<file path="config.mk">
export PLATFORM = sky130hd
export DESIGN_NAME = mac_address_block_table_core_flat
export DESIGN_NICKNAME = d
export VERILOG_FILES = /design/src/rtl/mabt_pkg.sv /design/src/rtl/mabt_req_if.sv /design/src/rtl/mabt_rsp_if.sv /design/src/rtl/mac_address_block_table_core.sv /design/src/rtl/mabt_front.sv /design/src/rtl/mabt_queue.sv /design/src/rtl/mabt_back.sv /design/src/flat_wrapper.sv
export SDC_FILE = /design/constraint.sdc
export NUM_CORES = 2
export LEC_CHECK = 0
export BUFFER_PORTS_ARGS = -buffer_cell sky130_fd_sc_hd__buf_4
export CAP_MARGIN = 20
export CORE_ASPECT_RATIO = 1.2
export CORE_MARGIN = 2
export CORE_UTILIZATION = 40
export DETAILED_ROUTE_END_ITERATION = 12
export GPL_TIMING_DRIVEN = 1
export PLACE_DENSITY = 0.61
export SLEW_MARGIN = 5
export SYNTH_ARGS = -nofsm -noshare
export SYNTH_HDL_FRONTEND = slang
export SYNTH_SLANG_ARGS = --single-unit
</file>
<file path="constraint.sdc">
create_clock -name clk -period 11.1 [get_ports clk]
set_input_delay 2.22 -clock clk [delete_from_list [all_inputs] [get_ports clk]]
set_output_delay 2.22 -clock clk [all_outputs]
set_load 0.01 [all_outputs]
</file>
<file path="src/rtl/mabt_pkg.sv">
`default_nettype none
package mabt_pkg;

	localparam int MAC_W       = 48;
	localparam int QUEUE_DEPTH = 2;
	localparam int QUEUE_PTR_W = (QUEUE_DEPTH > 1) ? $clog2(QUEUE_DEPTH) : 1;
	localparam int QUEUE_CNT_W = $clog2(QUEUE_DEPTH + 1);

	// request operation codes
	typedef enum logic [1:0] {
		KIND_LOOKUP = 2'd0,
		KIND_ADD    = 2'd1,
		KIND_REMOVE = 2'd2,
		KIND_CLEAR  = 2'd3
	} kind_t;

	// result status codes
	typedef enum logic [1:0] {
		STATUS_OK        = 2'd0,
		STATUS_NOT_FOUND = 2'd1,
		STATUS_FULL      = 2'd2
	} status_t;

	// classified request as handed from front to back
	typedef struct packed {
		logic             is_add;
		logic             is_remove;
		logic             is_clear;
		logic [MAC_W-1:0] mac;
	} cmd_t;

	// one table word
	typedef struct packed {
		logic             valid;
		logic [MAC_W-1:0] addr;
	} entry_t;

	typedef enum logic [2:0] {
		BK_INIT,
		BK_IDLE,
		BK_SCAN,
		BK_APPLY,
		BK_SWEEP,
		BK_REPLY
	} back_state_t;

endpackage
`default_nettype wire

</file>
<file path="src/rtl/mabt_req_if.sv">
`default_nettype none
interface mabt_req_if;
	logic                   valid;
	logic                   ready;
	logic [1:0]             kind;
	logic [mabt_pkg::MAC_W-1:0] mac;

	modport source (output valid, output kind, output mac, input ready);
	modport sink   (input valid, input kind, input mac, output ready);
endinterface
`default_nettype wire

</file>
<file path="src/rtl/mabt_rsp_if.sv">
`default_nettype none
interface mabt_rsp_if;
	logic       valid;
	logic       ready;
	logic [1:0] status;
	logic       present;

	modport source (output valid, output status, output present, input ready);
	modport sink   (input valid, input status, input present, output ready);
endinterface
`default_nettype wire

</file>
<file path="src/rtl/mac_address_block_table_core.sv">
// station address table: holds up to TABLE_ENTRIES 48-bit MAC addresses
//
// channels
//   req: valid/ready request carrying kind (lookup, add, remove, clear) and mac
//   rsp: valid/ready result carrying status (ok, not found, full) and present
//   every request yields exactly one result, in request order
// timing
//   the front stage takes a request per cycle, unless it holds one the queue
//   has no room for, into a two-deep queue; the back scans the table memory
//   one entry per cycle through its single read port; a clear then sweeps
//   the table, writing one entry a cycle; the back works on one request at a
//   time and takes the next from the queue only once its result is loaded
// reset
//   arst_n clears control state; the back then sweeps all TABLE_ENTRIES
//   entries invalid, one per cycle, and takes no request from the queue
//   until the sweep is done (requests still enter the queue meanwhile)
// stalls
//   a result waits in the output register while rsp.ready is low; the back
//   holds its next result, the queue and front fill, then req.ready drops
`default_nettype none
module mac_address_block_table_core #(
	parameter int TABLE_ENTRIES = 64
) (
	input  wire logic clk,
	input  wire logic arst_n,
	mabt_req_if.sink  req,
	mabt_rsp_if.source rsp
);

	// front to queue
	mabt_pkg::cmd_t front_cmd;
	logic           front_valid;
	logic           front_ready;

	// queue to back
	mabt_pkg::cmd_t back_cmd;
	logic           back_valid;
	logic           back_ready;

	// accepts requests and decodes the operation
	mabt_front u_front (
		.clk       (clk),
		.arst_n    (arst_n),
		.req       (req),
		.cmd       (front_cmd),
		.cmd_valid (front_valid),
		.cmd_ready (front_ready)
	);

	// decouples intake from the table sequencer
	mabt_queue u_queue (
		.clk        (clk),
		.arst_n     (arst_n),
		.push_cmd   (front_cmd),
		.push_valid (front_valid),
		.push_ready (front_ready),
		.pop_cmd    (back_cmd),
		.pop_valid  (back_valid),
		.pop_ready  (back_ready)
	);

	// scans the table, applies the update and registers the result
	mabt_back #(
		.TABLE_ENTRIES (TABLE_ENTRIES)
	) u_back (
		.clk       (clk),
		.arst_n    (arst_n),
		.cmd       (back_cmd),
		.cmd_valid (back_valid),
		.cmd_ready (back_ready),
		.rsp       (rsp)
	);

endmodule
`default_nettype wire

</file>
<file path="src/rtl/mabt_front.sv">
`default_nettype none
module mabt_front (
	input  wire logic           clk,
	input  wire logic           arst_n,
	mabt_req_if.sink            req,
	output mabt_pkg::cmd_t      cmd,
	output logic                cmd_valid,
	input  wire logic           cmd_ready
);

	logic           valid_s1;
	mabt_pkg::cmd_t cmd_s1;
	mabt_pkg::cmd_t cmd_d;
	logic           take;

	assign req.ready = !valid_s1 || cmd_ready;
	assign take      = req.valid && req.ready;

	// decode the operation into flags
	always_comb begin
		cmd_d           = '0;
		cmd_d.mac       = req.mac;
		unique case (mabt_pkg::kind_t'(req.kind))
			mabt_pkg::KIND_ADD:    cmd_d.is_add    = 1'b1;
			mabt_pkg::KIND_REMOVE: cmd_d.is_remove = 1'b1;
			mabt_pkg::KIND_CLEAR:  cmd_d.is_clear  = 1'b1;
			default:               cmd_d.mac       = req.mac;
		endcase
	end

	always_ff @(posedge clk or negedge arst_n) begin
		if (!arst_n) begin
			valid_s1 <= 1'b0;
		end else if (take) begin
			valid_s1 <= 1'b1;
		end else if (cmd_ready) begin
			valid_s1 <= 1'b0;
		end
	end

	always_ff @(posedge clk) begin
		if (take) begin
			cmd_s1 <= cmd_d;
		end
	end

	assign cmd       = cmd_s1;
	assign cmd_valid = valid_s1;

endmodule
`default_nettype wire

</file>
<file path="src/rtl/mabt_queue.sv">
`default_nettype none
module mabt_queue (
	input  wire logic           clk,
	input  wire logic           arst_n,
	input  wire mabt_pkg::cmd_t push_cmd,
	input  wire logic           push_valid,
	output logic                push_ready,
	output mabt_pkg::cmd_t      pop_cmd,
	output logic                pop_valid,
	input  wire logic           pop_ready
);

	mabt_pkg::cmd_t                      fifo_q [mabt_pkg::QUEUE_DEPTH];
	logic [mabt_pkg::QUEUE_PTR_W-1:0]    wr_ptr_q;
	logic [mabt_pkg::QUEUE_PTR_W-1:0]    rd_ptr_q;
	logic [mabt_pkg::QUEUE_CNT_W-1:0]    count_q;
	logic                                push;
	logic                                pop;

	localparam logic [mabt_pkg::QUEUE_PTR_W-1:0] PTR_LAST =
		mabt_pkg::QUEUE_PTR_W'(mabt_pkg::QUEUE_DEPTH - 1);
	localparam logic [mabt_pkg::QUEUE_CNT_W-1:0] CNT_FULL =
		mabt_pkg::QUEUE_CNT_W'(mabt_pkg::QUEUE_DEPTH);

	assign push_ready = (count_q != CNT_FULL);
	assign pop_valid  = (count_q != '0);
	assign push       = push_valid && push_ready;
	assign pop        = pop_valid && pop_ready;
	assign pop_cmd    = fifo_q[rd_ptr_q];

	always_ff @(posedge clk or negedge arst_n) begin
		if (!arst_n) begin
			wr_ptr_q <= '0;
			rd_ptr_q <= '0;
			count_q  <= '0;
		end else begin
			if (push) begin
				wr_ptr_q <= (wr_ptr_q == PTR_LAST) ? '0 : wr_ptr_q + 1'b1;
			end
			if (pop) begin
				rd_ptr_q <= (rd_ptr_q == PTR_LAST) ? '0 : rd_ptr_q + 1'b1;
			end
			if (push && !pop) begin
				count_q <= count_q + 1'b1;
			end else if (pop && !push) begin
				count_q <= count_q - 1'b1;
			end
		end
	end

	always_ff @(posedge clk) begin
		if (push) begin
			fifo_q[wr_ptr_q] <= push_cmd;
		end
	end

	a_count_bound: assert property (@(posedge clk) disable iff (!arst_n)
		count_q <= CNT_FULL)
		else $error("queue count beyond depth");

	a_pop_follows_push: assert property (@(posedge clk) disable iff (!arst_n)
		(count_q == '0 && !push) |=> !pop_valid)
		else $error("queue shows an entry that was never pushed");

endmodule
`default_nettype wire

</file>
<file path="src/rtl/mabt_back.sv">
`default_nettype none
module mabt_back #(
	parameter int TABLE_ENTRIES = 64
) (
	input  wire logic           clk,
	input  wire logic           arst_n,
	input  wire mabt_pkg::cmd_t cmd,
	input  wire logic           cmd_valid,
	output logic                cmd_ready,
	mabt_rsp_if.source          rsp
);

	localparam int IDX_W = (TABLE_ENTRIES > 1) ? $clog2(TABLE_ENTRIES) : 1;
	localparam int CNT_W = $clog2(TABLE_ENTRIES + 1);
	localparam logic [CNT_W-1:0] LAST_CNT = CNT_W'(TABLE_ENTRIES - 1);
	localparam logic [CNT_W-1:0] END_CNT  = CNT_W'(TABLE_ENTRIES);

	mabt_pkg::entry_t      table_q [TABLE_ENTRIES];
	mabt_pkg::back_state_t state_q;
	mabt_pkg::back_state_t state_d;
	logic [CNT_W-1:0]      cnt_q;
	logic                  rd_valid_q;
	logic [IDX_W-1:0]      rd_idx_q;
	mabt_pkg::entry_t      rdata_q;
	mabt_pkg::cmd_t        cur_q;
	logic                  hit_q;
	logic [IDX_W-1:0]      hit_idx_q;
	logic                  free_found_q;
	logic [IDX_W-1:0]      free_idx_q;
	mabt_pkg::status_t     res_status_q;
	logic                  res_present_q;
	logic                  out_valid_q;
	mabt_pkg::status_t     out_status_q;
	logic                  out_present_q;

	logic                  rd_en;
	logic                  wr_en;
	logic [IDX_W-1:0]      wr_idx;
	mabt_pkg::entry_t      wr_data;
	logic                  load_out;
	logic                  take;
	logic                  entry_match;
	logic                  entry_free;
	mabt_pkg::status_t     status_d;

	assign take        = cmd_valid && cmd_ready;
	assign entry_match = rd_valid_q && rdata_q.valid && (rdata_q.addr == cur_q.mac);
	assign entry_free  = rd_valid_q && !rdata_q.valid;

	// next state
	always_comb begin
		state_d = state_q;
		unique case (state_q)
			mabt_pkg::BK_INIT: begin
				if (cnt_q == LAST_CNT) state_d = mabt_pkg::BK_IDLE;
			end
			mabt_pkg::BK_IDLE: begin
				if (cmd_valid) state_d = mabt_pkg::BK_SCAN;
			end
			mabt_pkg::BK_SCAN: begin
				if (cnt_q == END_CNT && !rd_valid_q) state_d = mabt_pkg::BK_APPLY;
			end
			mabt_pkg::BK_APPLY: begin
				state_d = cur_q.is_clear ? mabt_pkg::BK_SWEEP : mabt_pkg::BK_REPLY;
			end
			mabt_pkg::BK_SWEEP: begin
				if (cnt_q == LAST_CNT) state_d = mabt_pkg::BK_REPLY;
			end
			mabt_pkg::BK_REPLY: begin
				if (load_out) state_d = mabt_pkg::BK_IDLE;
			end
			default: state_d = mabt_pkg::BK_IDLE;
		endcase
	end

	// outputs of the sequencer
	always_comb begin
		cmd_ready    = 1'b0;
		rd_en        = 1'b0;
		wr_en        = 1'b0;
		wr_idx       = cnt_q[IDX_W-1:0];
		wr_data      = '{valid: 1'b0, addr: cur_q.mac};
		load_out     = 1'b0;
		unique case (state_q) inside
			mabt_pkg::BK_INIT, mabt_pkg::BK_SWEEP: begin
				wr_en = 1'b1;
			end
			mabt_pkg::BK_IDLE: begin
				cmd_ready = 1'b1;
			end
			mabt_pkg::BK_SCAN: begin
				rd_en = (cnt_q < END_CNT);
			end
			mabt_pkg::BK_APPLY: begin
				if (cur_q.is_add && !hit_q && free_found_q) begin
					wr_en   = 1'b1;
					wr_idx  = free_idx_q;
					wr_data = '{valid: 1'b1, addr: cur_q.mac};
				end else if (cur_q.is_remove && hit_q) begin
					wr_en  = 1'b1;
					wr_idx = hit_idx_q;
				end
			end
			mabt_pkg::BK_REPLY: begin
				load_out = !out_valid_q || rsp.ready;
			end
			default: cmd_ready = 1'b0;
		endcase
	end

	always_comb begin
		status_d = mabt_pkg::STATUS_OK;
		if (cur_q.is_add && !hit_q && !free_found_q) begin
			status_d = mabt_pkg::STATUS_FULL;
		end else if (cur_q.is_remove && !hit_q) begin
			status_d = mabt_pkg::STATUS_NOT_FOUND;
		end
	end

	always_ff @(posedge clk or negedge arst_n) begin
		if (!arst_n) begin
			state_q      <= mabt_pkg::BK_INIT;
			cnt_q        <= '0;
			rd_valid_q   <= 1'b0;
			hit_q        <= 1'b0;
			free_found_q <= 1'b0;
			out_valid_q  <= 1'b0;
		end else begin
			state_q    <= state_d;
			rd_valid_q <= rd_en;
			if (state_d != state_q) begin
				cnt_q <= '0;
			end else if (rd_en || state_q == mabt_pkg::BK_INIT
					|| state_q == mabt_pkg::BK_SWEEP) begin
				cnt_q <= cnt_q + 1'b1;
			end
			if (take) begin
				hit_q        <= 1'b0;
				free_found_q <= 1'b0;
			end else begin
				if (entry_match && !hit_q)       hit_q        <= 1'b1;
				if (entry_free && !free_found_q) free_found_q <= 1'b1;
			end
			if (load_out) begin
				out_valid_q <= 1'b1;
			end else if (rsp.ready) begin
				out_valid_q <= 1'b0;
			end
		end
	end

	always_ff @(posedge clk) begin
		rd_idx_q <= cnt_q[IDX_W-1:0];
		if (take) begin
			cur_q <= cmd;
		end
		if (!take && entry_match && !hit_q) begin
			hit_idx_q <= rd_idx_q;
		end
		if (!take && entry_free && !free_found_q) begin
			free_idx_q <= rd_idx_q;
		end
		if (state_q == mabt_pkg::BK_APPLY) begin
			res_status_q  <= status_d;
			res_present_q <= hit_q;
		end
		if (load_out) begin
			out_status_q  <= res_status_q;
			out_present_q <= res_present_q;
		end
	end

	// table memory: one read port, one write port
	always_ff @(posedge clk) begin
		if (rd_en) begin
			rdata_q <= table_q[cnt_q[IDX_W-1:0]];
		end
		if (wr_en) begin
			table_q[wr_idx] <= wr_data;
		end
	end

	assign rsp.valid   = out_valid_q;
	assign rsp.status  = out_status_q;
	assign rsp.present = out_present_q;

	a_hit_free_distinct: assert property (@(posedge clk) disable iff (!arst_n)
		(hit_q && free_found_q) |-> (hit_idx_q != free_idx_q))
		else $error("matching entry also recorded as free");

	a_full_status: assert property (@(posedge clk) disable iff (!arst_n)
		(state_q == mabt_pkg::BK_APPLY && cur_q.is_add && !hit_q && !free_found_q)
		|=> (res_status_q == mabt_pkg::STATUS_FULL))
		else $error("add without free entry not reported full");

	a_no_reply_in_init: assert property (@(posedge clk) disable iff (!arst_n)
		(state_q == mabt_pkg::BK_INIT) |-> !out_valid_q)
		else $error("result shown during clearing pass");

	a_read_in_scan: assert property (@(posedge clk) disable iff (!arst_n)
		rd_valid_q |-> (state_q == mabt_pkg::BK_SCAN))
		else $error("table read data outside scan");

endmodule
`default_nettype wire

</file>
<file path="src/flat_wrapper.sv">
// flat-port wrapper written by rule: the top's interface ports become plain ports
module mac_address_block_table_core_flat 
#(
	parameter int TABLE_ENTRIES = 64
)
  (clk, arst_n, req_valid, req_kind, req_mac, req_ready, rsp_valid, rsp_status, rsp_present, rsp_ready);
  mabt_req_if req_i ();
  mabt_rsp_if rsp_i ();
  input  wire logic clk;
  input  wire logic arst_n;
  input wire logic [$bits(req_i.valid)-1:0] req_valid;
  input wire logic [$bits(req_i.kind)-1:0] req_kind;
  input wire logic [$bits(req_i.mac)-1:0] req_mac;
  output wire logic [$bits(req_i.ready)-1:0] req_ready;
  output wire logic [$bits(rsp_i.valid)-1:0] rsp_valid;
  output wire logic [$bits(rsp_i.status)-1:0] rsp_status;
  output wire logic [$bits(rsp_i.present)-1:0] rsp_present;
  input wire logic [$bits(rsp_i.ready)-1:0] rsp_ready;
  assign req_i.valid = req_valid;
  assign req_i.kind = req_kind;
  assign req_i.mac = req_mac;
  assign req_ready = req_i.ready;
  assign rsp_valid = rsp_i.valid;
  assign rsp_status = rsp_i.status;
  assign rsp_present = rsp_i.present;
  assign rsp_i.ready = rsp_ready;
  mac_address_block_table_core #(.TABLE_ENTRIES(TABLE_ENTRIES)) u_core (.clk(clk), .arst_n(arst_n), .req(req_i), .rsp(rsp_i));
endmodule
</file>
---- Yosys cells after proc, flatten, opt, wreduce, memory -nomap -nowiden ----
Memory sizes are Yosys's and may differ from the RTL's. A register that Yosys moved wholly into a read port is not among the register bits.
Index checks and enable logic that the tools add are counted.
storage, ports and cells
  flip-flop bits (word level) ............. 94
  memory bits (writable) .................. 3238
  memories ................................ 2
operators by class
  add/subtract/negate cells ............... 5
  $lt $le $gt $ge ......................... 1
  equality and inequality tests ........... 13
  multiplexer cells ....................... 40
  reduce and logical (&&, ||, !) cells .... 41
memories
  memory                 words  width  rd ports  clocked after Yosys merged registers in  wr ports  line              text
  u_core.u_back.table_q  64     49     1         1                                        1         mabt_back.sv:18   mabt_pkg::entry_t table_q [TABLE_ENTRIES];
  u_core.u_queue.fifo_q  2      51     1         1                                        1         mabt_queue.sv:13  mabt_pkg::cmd_t fifo_q [mabt_pkg::QUEUE_DEPTH];
operator list
  kind                   number
  $mux W49               2
  $eq A48 B48 Y1         1
  $mux W1                24
  $logic_and A1 B1 Y1    20
  $mux W6                3
  $pmux W3 S6            1
  $mux W3                5
  $mux W7                2
  $reduce_bool A2 Y1     7
  $logic_not A1 Y1       8
  $add A7 B1 Y7 const B  1
  $eq A7 B6 Y1 const B   1
  $eq A7 B7 Y1 const B   1
  $lt A7 B7 Y1 const B   1
  $eq A3 B2 Y1 const B   2
  $eq A3 B3 Y1 const B   2
  $eq A2 B2 Y1 const B   2
  $logic_or A1 B1 Y1     4
  $mux W2                2
  $eq A3 B1 Y1 const B   1
  $logic_not A3 Y1       1
  $ne A3 B3 Y1           1
  $add A1 B1 Y1 const B  2
  $add A2 B1 Y2 const B  1
  other kinds (5)        5

---- Logic depth before layout (Yosys ltp) ----
  depth in word-level cells ............... 7
  mapped depth ............................ 11
  depth with buffers taken out ............ 7

---- By module ----
From an unflattened synthesis, not the netlist that was laid out.
unflattened totals
  cell total of the unflattened synthesis .. 5498
  area total of the unflattened synthesis .. 128937.4 µm²
by module, submodules not included
  module      times used  cells an instance  area each (µm²)  seq. area each (µm²)
  mabt_back   1           5263               123206.9         98184.2
  mabt_queue  1           177                4126.5           3163.0
  mabt_front  1           58                 1604.0           1556.5

---- Worst setup path after synthesis ----
No wires, ideal clock.
  path kind ............................... register to register
  start ................................... register u_core.u_back.state_q[0]
  end ..................................... register, netlist name u_core.u_back.rdata_q[0]
  library setup time ...................... 0.518 ns
  arrival time ............................ 4.245 ns
  required time ........................... 10.582 ns
  setup slack ............................. 6.337 ns
  cell stages (with the launch flop) ...... 5
  clock period less this slack ............ 4.763 ns
  cell sequence ........................... dfrtp_1 buf_2 buf_1 nand2b_1 nor3_1
between the ends
  cells in the longest elaborated chain, start to end .. 2
ends and longest elaborated chain
  item                      line              text
  start: declaration        mabt_back.sv:19   mabt_pkg::back_state_t state_q;
  start signal: assignment  mabt_back.sv:122  state_q <= mabt_pkg::BK_INIT;
  start signal: assignment  mabt_back.sv:129  state_q <= state_d;
  $eq A3 B2 Y1              -
  $mux W1                   mabt_back.sv:84   unique case (state_q) inside
  net u_core.u_back.rd_en   mabt_back.sv:36   logic rd_en;
The timed path passes the listed nets, and every way through them passes these cells.
A chain may end at the register's enable or synchronous reset.

---- Worst setup path in the final report ----
  start ................................... register u_core.u_back.cnt_q[0]
  end ..................................... register, netlist name u_core.u_back.rdata_q[37]
between the ends
  cells in the longest elaborated chain, start to end .. 2
ends and longest elaborated chain
  item                      line              text
  start: declaration        mabt_back.sv:21   logic [CNT_W-1:0] cnt_q;
  start signal: assignment  mabt_back.sv:135  cnt_q <= cnt_q + 1'b1;
  $lt A7 B7 Y1              mabt_back.sv:92   rd_en = (cnt_q < END_CNT);
  $mux W1                   mabt_back.sv:84
Several ways; a longest one is shown, not always the timed one.

==> flow_summary.json <==
{
  "drive_above_1_share": 0.2673,
  "dp_cells": 9899,
  "nets": 6006,
  "routabilityCongestion": 0.8050,
  "worst_setup_path_end_kind": "register",
  "drv_cap": 0,
  "max-clock-path-buffers": 4,
  "ys_seq_elements": 3432,
  "synthDistinctLibCells": 67,
  "gr-usage-met1": 0.2830,
  "wl_per_cell_um": 34.29,
  "io_pins": 59,
  "final_cell_mix": "edfxtp_1 (3,407), mux4_2 (768), clkbuf_16 (326), buf_4 (284), mux2i_1 (172)",
  "crit_family": "buffers and inverters",
  "synthAdderAreaFrac": 0.0002893,
  "ff2ff_path_depth": 7,
  "cpMostUsedCell": "buf_4",
  "cp_slowest_stage_delay_ns": 1.01,
  "p_per_area_nw_per_um2": 173.6,
  "reg2reg_to": "u_core.u_back.rdata_q[37]$_DFFE_PP_",
  "busiest_layer": "met2",
  "final_common_cell": "edfxtp_1",
  "stdcell_count": 10470,
  "path_buf_inv": 3,
  "synth_mux_area_frac": 0.1510,
  "core_area_um2": 323500,
  "ant_nets": 0,
  "cts.sinks": 3432,
  "dpl_worst_slack_ns": 5.639,
  "drc": 0,
  "vdd_ir_drop_max_mv": 0.1212,
  "fin_skew_ns": 0.03572,
  "holdBufCountCts": 0,
  "hold_class": "register to register",
  "layout_min_cycle_time_ns": 5.349,
  "max_freq_mhz": 187.0,
  "ys_seq_area_frac": 0.7932,
  "slew_violations": 0,
  "r2r-start": "u_core.u_back.cnt_q[0]$_DFFE_PN0P_",
  "portBuffers": 58,
  "setup_violations": 0,
  "synth_cells": 5618,
  "die_area_um2": 328900,
  "worstHoldStart": "u_core.u_back.rd_idx_q[5]$_DFF_P_",
  "antenna_found_initial": 11,
  "ys.flop_type": "edfxtp_1",
  "min_path_cells": 0,
  "cts_root_buf": "clkbuf_16",
  "status": "completed",
  "synthSimpleGateAreaFrac": 0.01562,
  "yosysWarnings": 0,
  "fin_crit_sh": 0.4819,
  "cp_max_fo": 43,
  "grt_usage": 0.2161,
  "crit_chain": "buf_4 > buf_4 > buf_4 > mux4_2 > o22a_1 > a32oi_1 > a311oi_1",
  "start_kind": "register",
  "cp.required_ns": 11.69,
  "post_cts_resize_count": 0,
  "met3_usage": 0.03473,
  "grt_max_degree": 111,
  "syn_area_um2": 129700,
  "firstDrtPassIters": 6,
  "drt_iter0_drc": 8271,
  "power_w": 0.02545,
  "num_rows": 229,
  "grt_pass1_wl_um": 496700,
  "syn-num-nets": 5675,
  "htreeDepth": 5,
  "die_x_um": 523.9,
  "start_util": 0.4010,
  "area_growth_pct": 13.01,
  "hold_end": "u_core.u_back.free_idx_q[5]$_DFFE_PP_",
  "wl_um": 359000,
  "hold_violations": 0,
  "overflow": 0,
  "ys_async_sr_fraction": 0.005536,
  "postCtsSetupBuffers": 0,
  "critPathArrivalTime_ns": 5.94,
  "tns_ns": 0,
  "r2r_slack_ns": 5.75,
  "dpl.hpwl_um": 195300,
  "worst_slew_pin_slew_ns": 1.330,
  "clock_latency_ns": 0.89,
  "setup_ws_ns": 5.751,
  "fillers": 26558,
  "slew-limit-headroom": 0.1072,
  "first_global_vias": 63504,
  "rsz0062_at_grt": "false",
  "synth_xor_area_frac": 0.003443,
  "clk_pin_slew_ns": 0.07,
  "viasPerCell": 5.947,
  "avgSynthCellArea_um2": 23.09,
  "met2_usage": 0.3640,
  "worst-path-stages": 7,
  "crit_type": "register to register",
  "synth_compound_area_frac": 0.02372,
  "p_leak_nw": 45.98,
  "chipHeight_um": 627.9,
  "synth_edf_count": 3407,
  "cts_tree": "built",
  "cts_buffers": 317,
  "synth_top_family_by_area": "multiplexers",
  "via_count": 62267,
  "crit_path_top_delay_cell": "dfrtp_4"
}
## power breakdown
part           total [W]  internal (W)  switching [W]  leakage, nW
clock network     0.0109       0.00619        0.00474         4.97
logic           0.000253     0.0000705       0.000183         10.1
registers         0.0143        0.0142      0.0000440         30.9
## sequential cells by signal, summed over array words and instances, names as in the netlist, 3 cells and up
name / flops
u_core.u_back.free_idx_q: 6
u_core.u_front.cmd: 51
u_core.u_back.rdata_q: 49
u_core.u_back.table_q: 3136
u_core.u_back.cur_q: 51
u_core.u_back.hit_idx_q: 6
u_core.u_queue.fifo_q: 102
u_core.u_back.rd_idx_q: 6
u_core.u_back.state_q: 3
u_core.u_back.cnt_q: 7
## synth_stat cells (14+ instances only)
master | n | area share
a21oi_1 | 52 | 0.0020
mux2_2 | 51 | 0.0044
o221ai_1 | 14 | 0.00095
nand2_1 | 75 | 0.0022
inv_1 | 14 | 0.00041
buf_4 | 65 | 0.0038
and2_1 | 17 | 0.00082
a211oi_1 | 20 | 0.0012
o211ai_1 | 25 | 0.0014
o22ai_1 | 105 | 0.0051
nor2_1 | 134 | 0.0039
clkbuf_1 | 109 | 0.0032
o22a_1 | 24 | 0.0016
o21a_1 | 14 | 0.00081
o21ai_0 | 15 | 0.00058
buf_1 | 22 | 0.00064
buf_2 | 64 | 0.0025
a221oi_1 | 30 | 0.0020
buf_6 | 22 | 0.0019
nand3_1 | 40 | 0.0015
nand2b_1 | 14 | 0.00068
mux2i_1 | 172 | 0.013
nor3_1 | 30 | 0.0012
mux4_2 | 768 | 0.13
xnor2_1 | 44 | 0.0030
or3_1 | 23 | 0.0011
dfrtp_1 | 19 | 0.0037
a22oi_1 | 85 | 0.0049
edfxtp_1 | 3407 | 0.79
## worst max path at each step
stage | start | end | slack (ns)
2_1_floorplan | u_core.u_back.state_q[0]$_DFF_PN0_ | u_core.u_back.rdata_q[0]$_DFFE_PP_ | 6.34
3_3_place_gp | u_core.u_back.cnt_q[0]$_DFFE_PN0P_ | u_core.u_back.rdata_q[37]$_DFFE_PP_ | 5.63
3_5_place_dp | u_core.u_back.cnt_q[0]$_DFFE_PN0P_ | u_core.u_back.rdata_q[37]$_DFFE_PP_ | 5.64
4_1_cts | u_core.u_back.cnt_q[0]$_DFFE_PN0P_ | u_core.u_back.rdata_q[37]$_DFFE_PP_ | 5.62
5_1_grt | u_core.u_back.cnt_q[0]$_DFFE_PN0P_ | u_core.u_back.rdata_q[37]$_DFFE_PP_ | 5.36
6_report | u_core.u_back.cnt_q[0]$_DFFE_PN0P_ | u_core.u_back.rdata_q[37]$_DFFE_PP_ | 5.75
## cells by family (layout without fill, tap and decap cells)
family | count (synthesis) | count (layout)
xor gates and xnor gates | 51 | 51
muxes | 991 | 991
and+or+nand+nor | 410 | 410
DFF | 3432 | 3432
AOI/OAI and AO/OA | 430 | 430
buffers and inverters | 301 | 879
other | 0 | 1
adders and majority gates | 3 | 3
## per-layer routing
layer  up-vias  wire length [µm]  part of all wire
li1      24617                 -                 -
met5         -                13          0.000036
met1     33918            133600              0.37
met3       611             30970             0.086
met4         2             14530             0.040
met2      3119            179900              0.50
## area by class of cell
type | count | area [µm²] | share of cell area
inverter | 17 | 71.32 | 0.0004865
timing repair buffer | 296 | 2371 | 0.01617
sequential | 3432 | 102900 | 0.7021
antenna | 1 | 2.502 | 0.00001707
clock buffer | 397 | 8454 | 0.05767
multi-input combinational | 1885 | 25720 | 0.1754
clock inverter | 169 | 1710 | 0.01167
tap | 4273 | 5346 | 0.03647
## stage by stage
step | utilization | cell area, µm² | hold slack, ns
3_3_place_gp | 0.4211 | 136200 | 0.4084
4_1_cts | 0.4530 | 146500 | 0.4301
3_5_place_dp | 0.4215 | 136400 | 0.4157
5_1_grt | 0.4532 | 146600 | 0.4357
2_1_floorplan | - | 129700 | 0.3483
6_report | 0.4532 | 146600 | 0.4326
No activity file was read; power rests on OpenSTA's default activity.
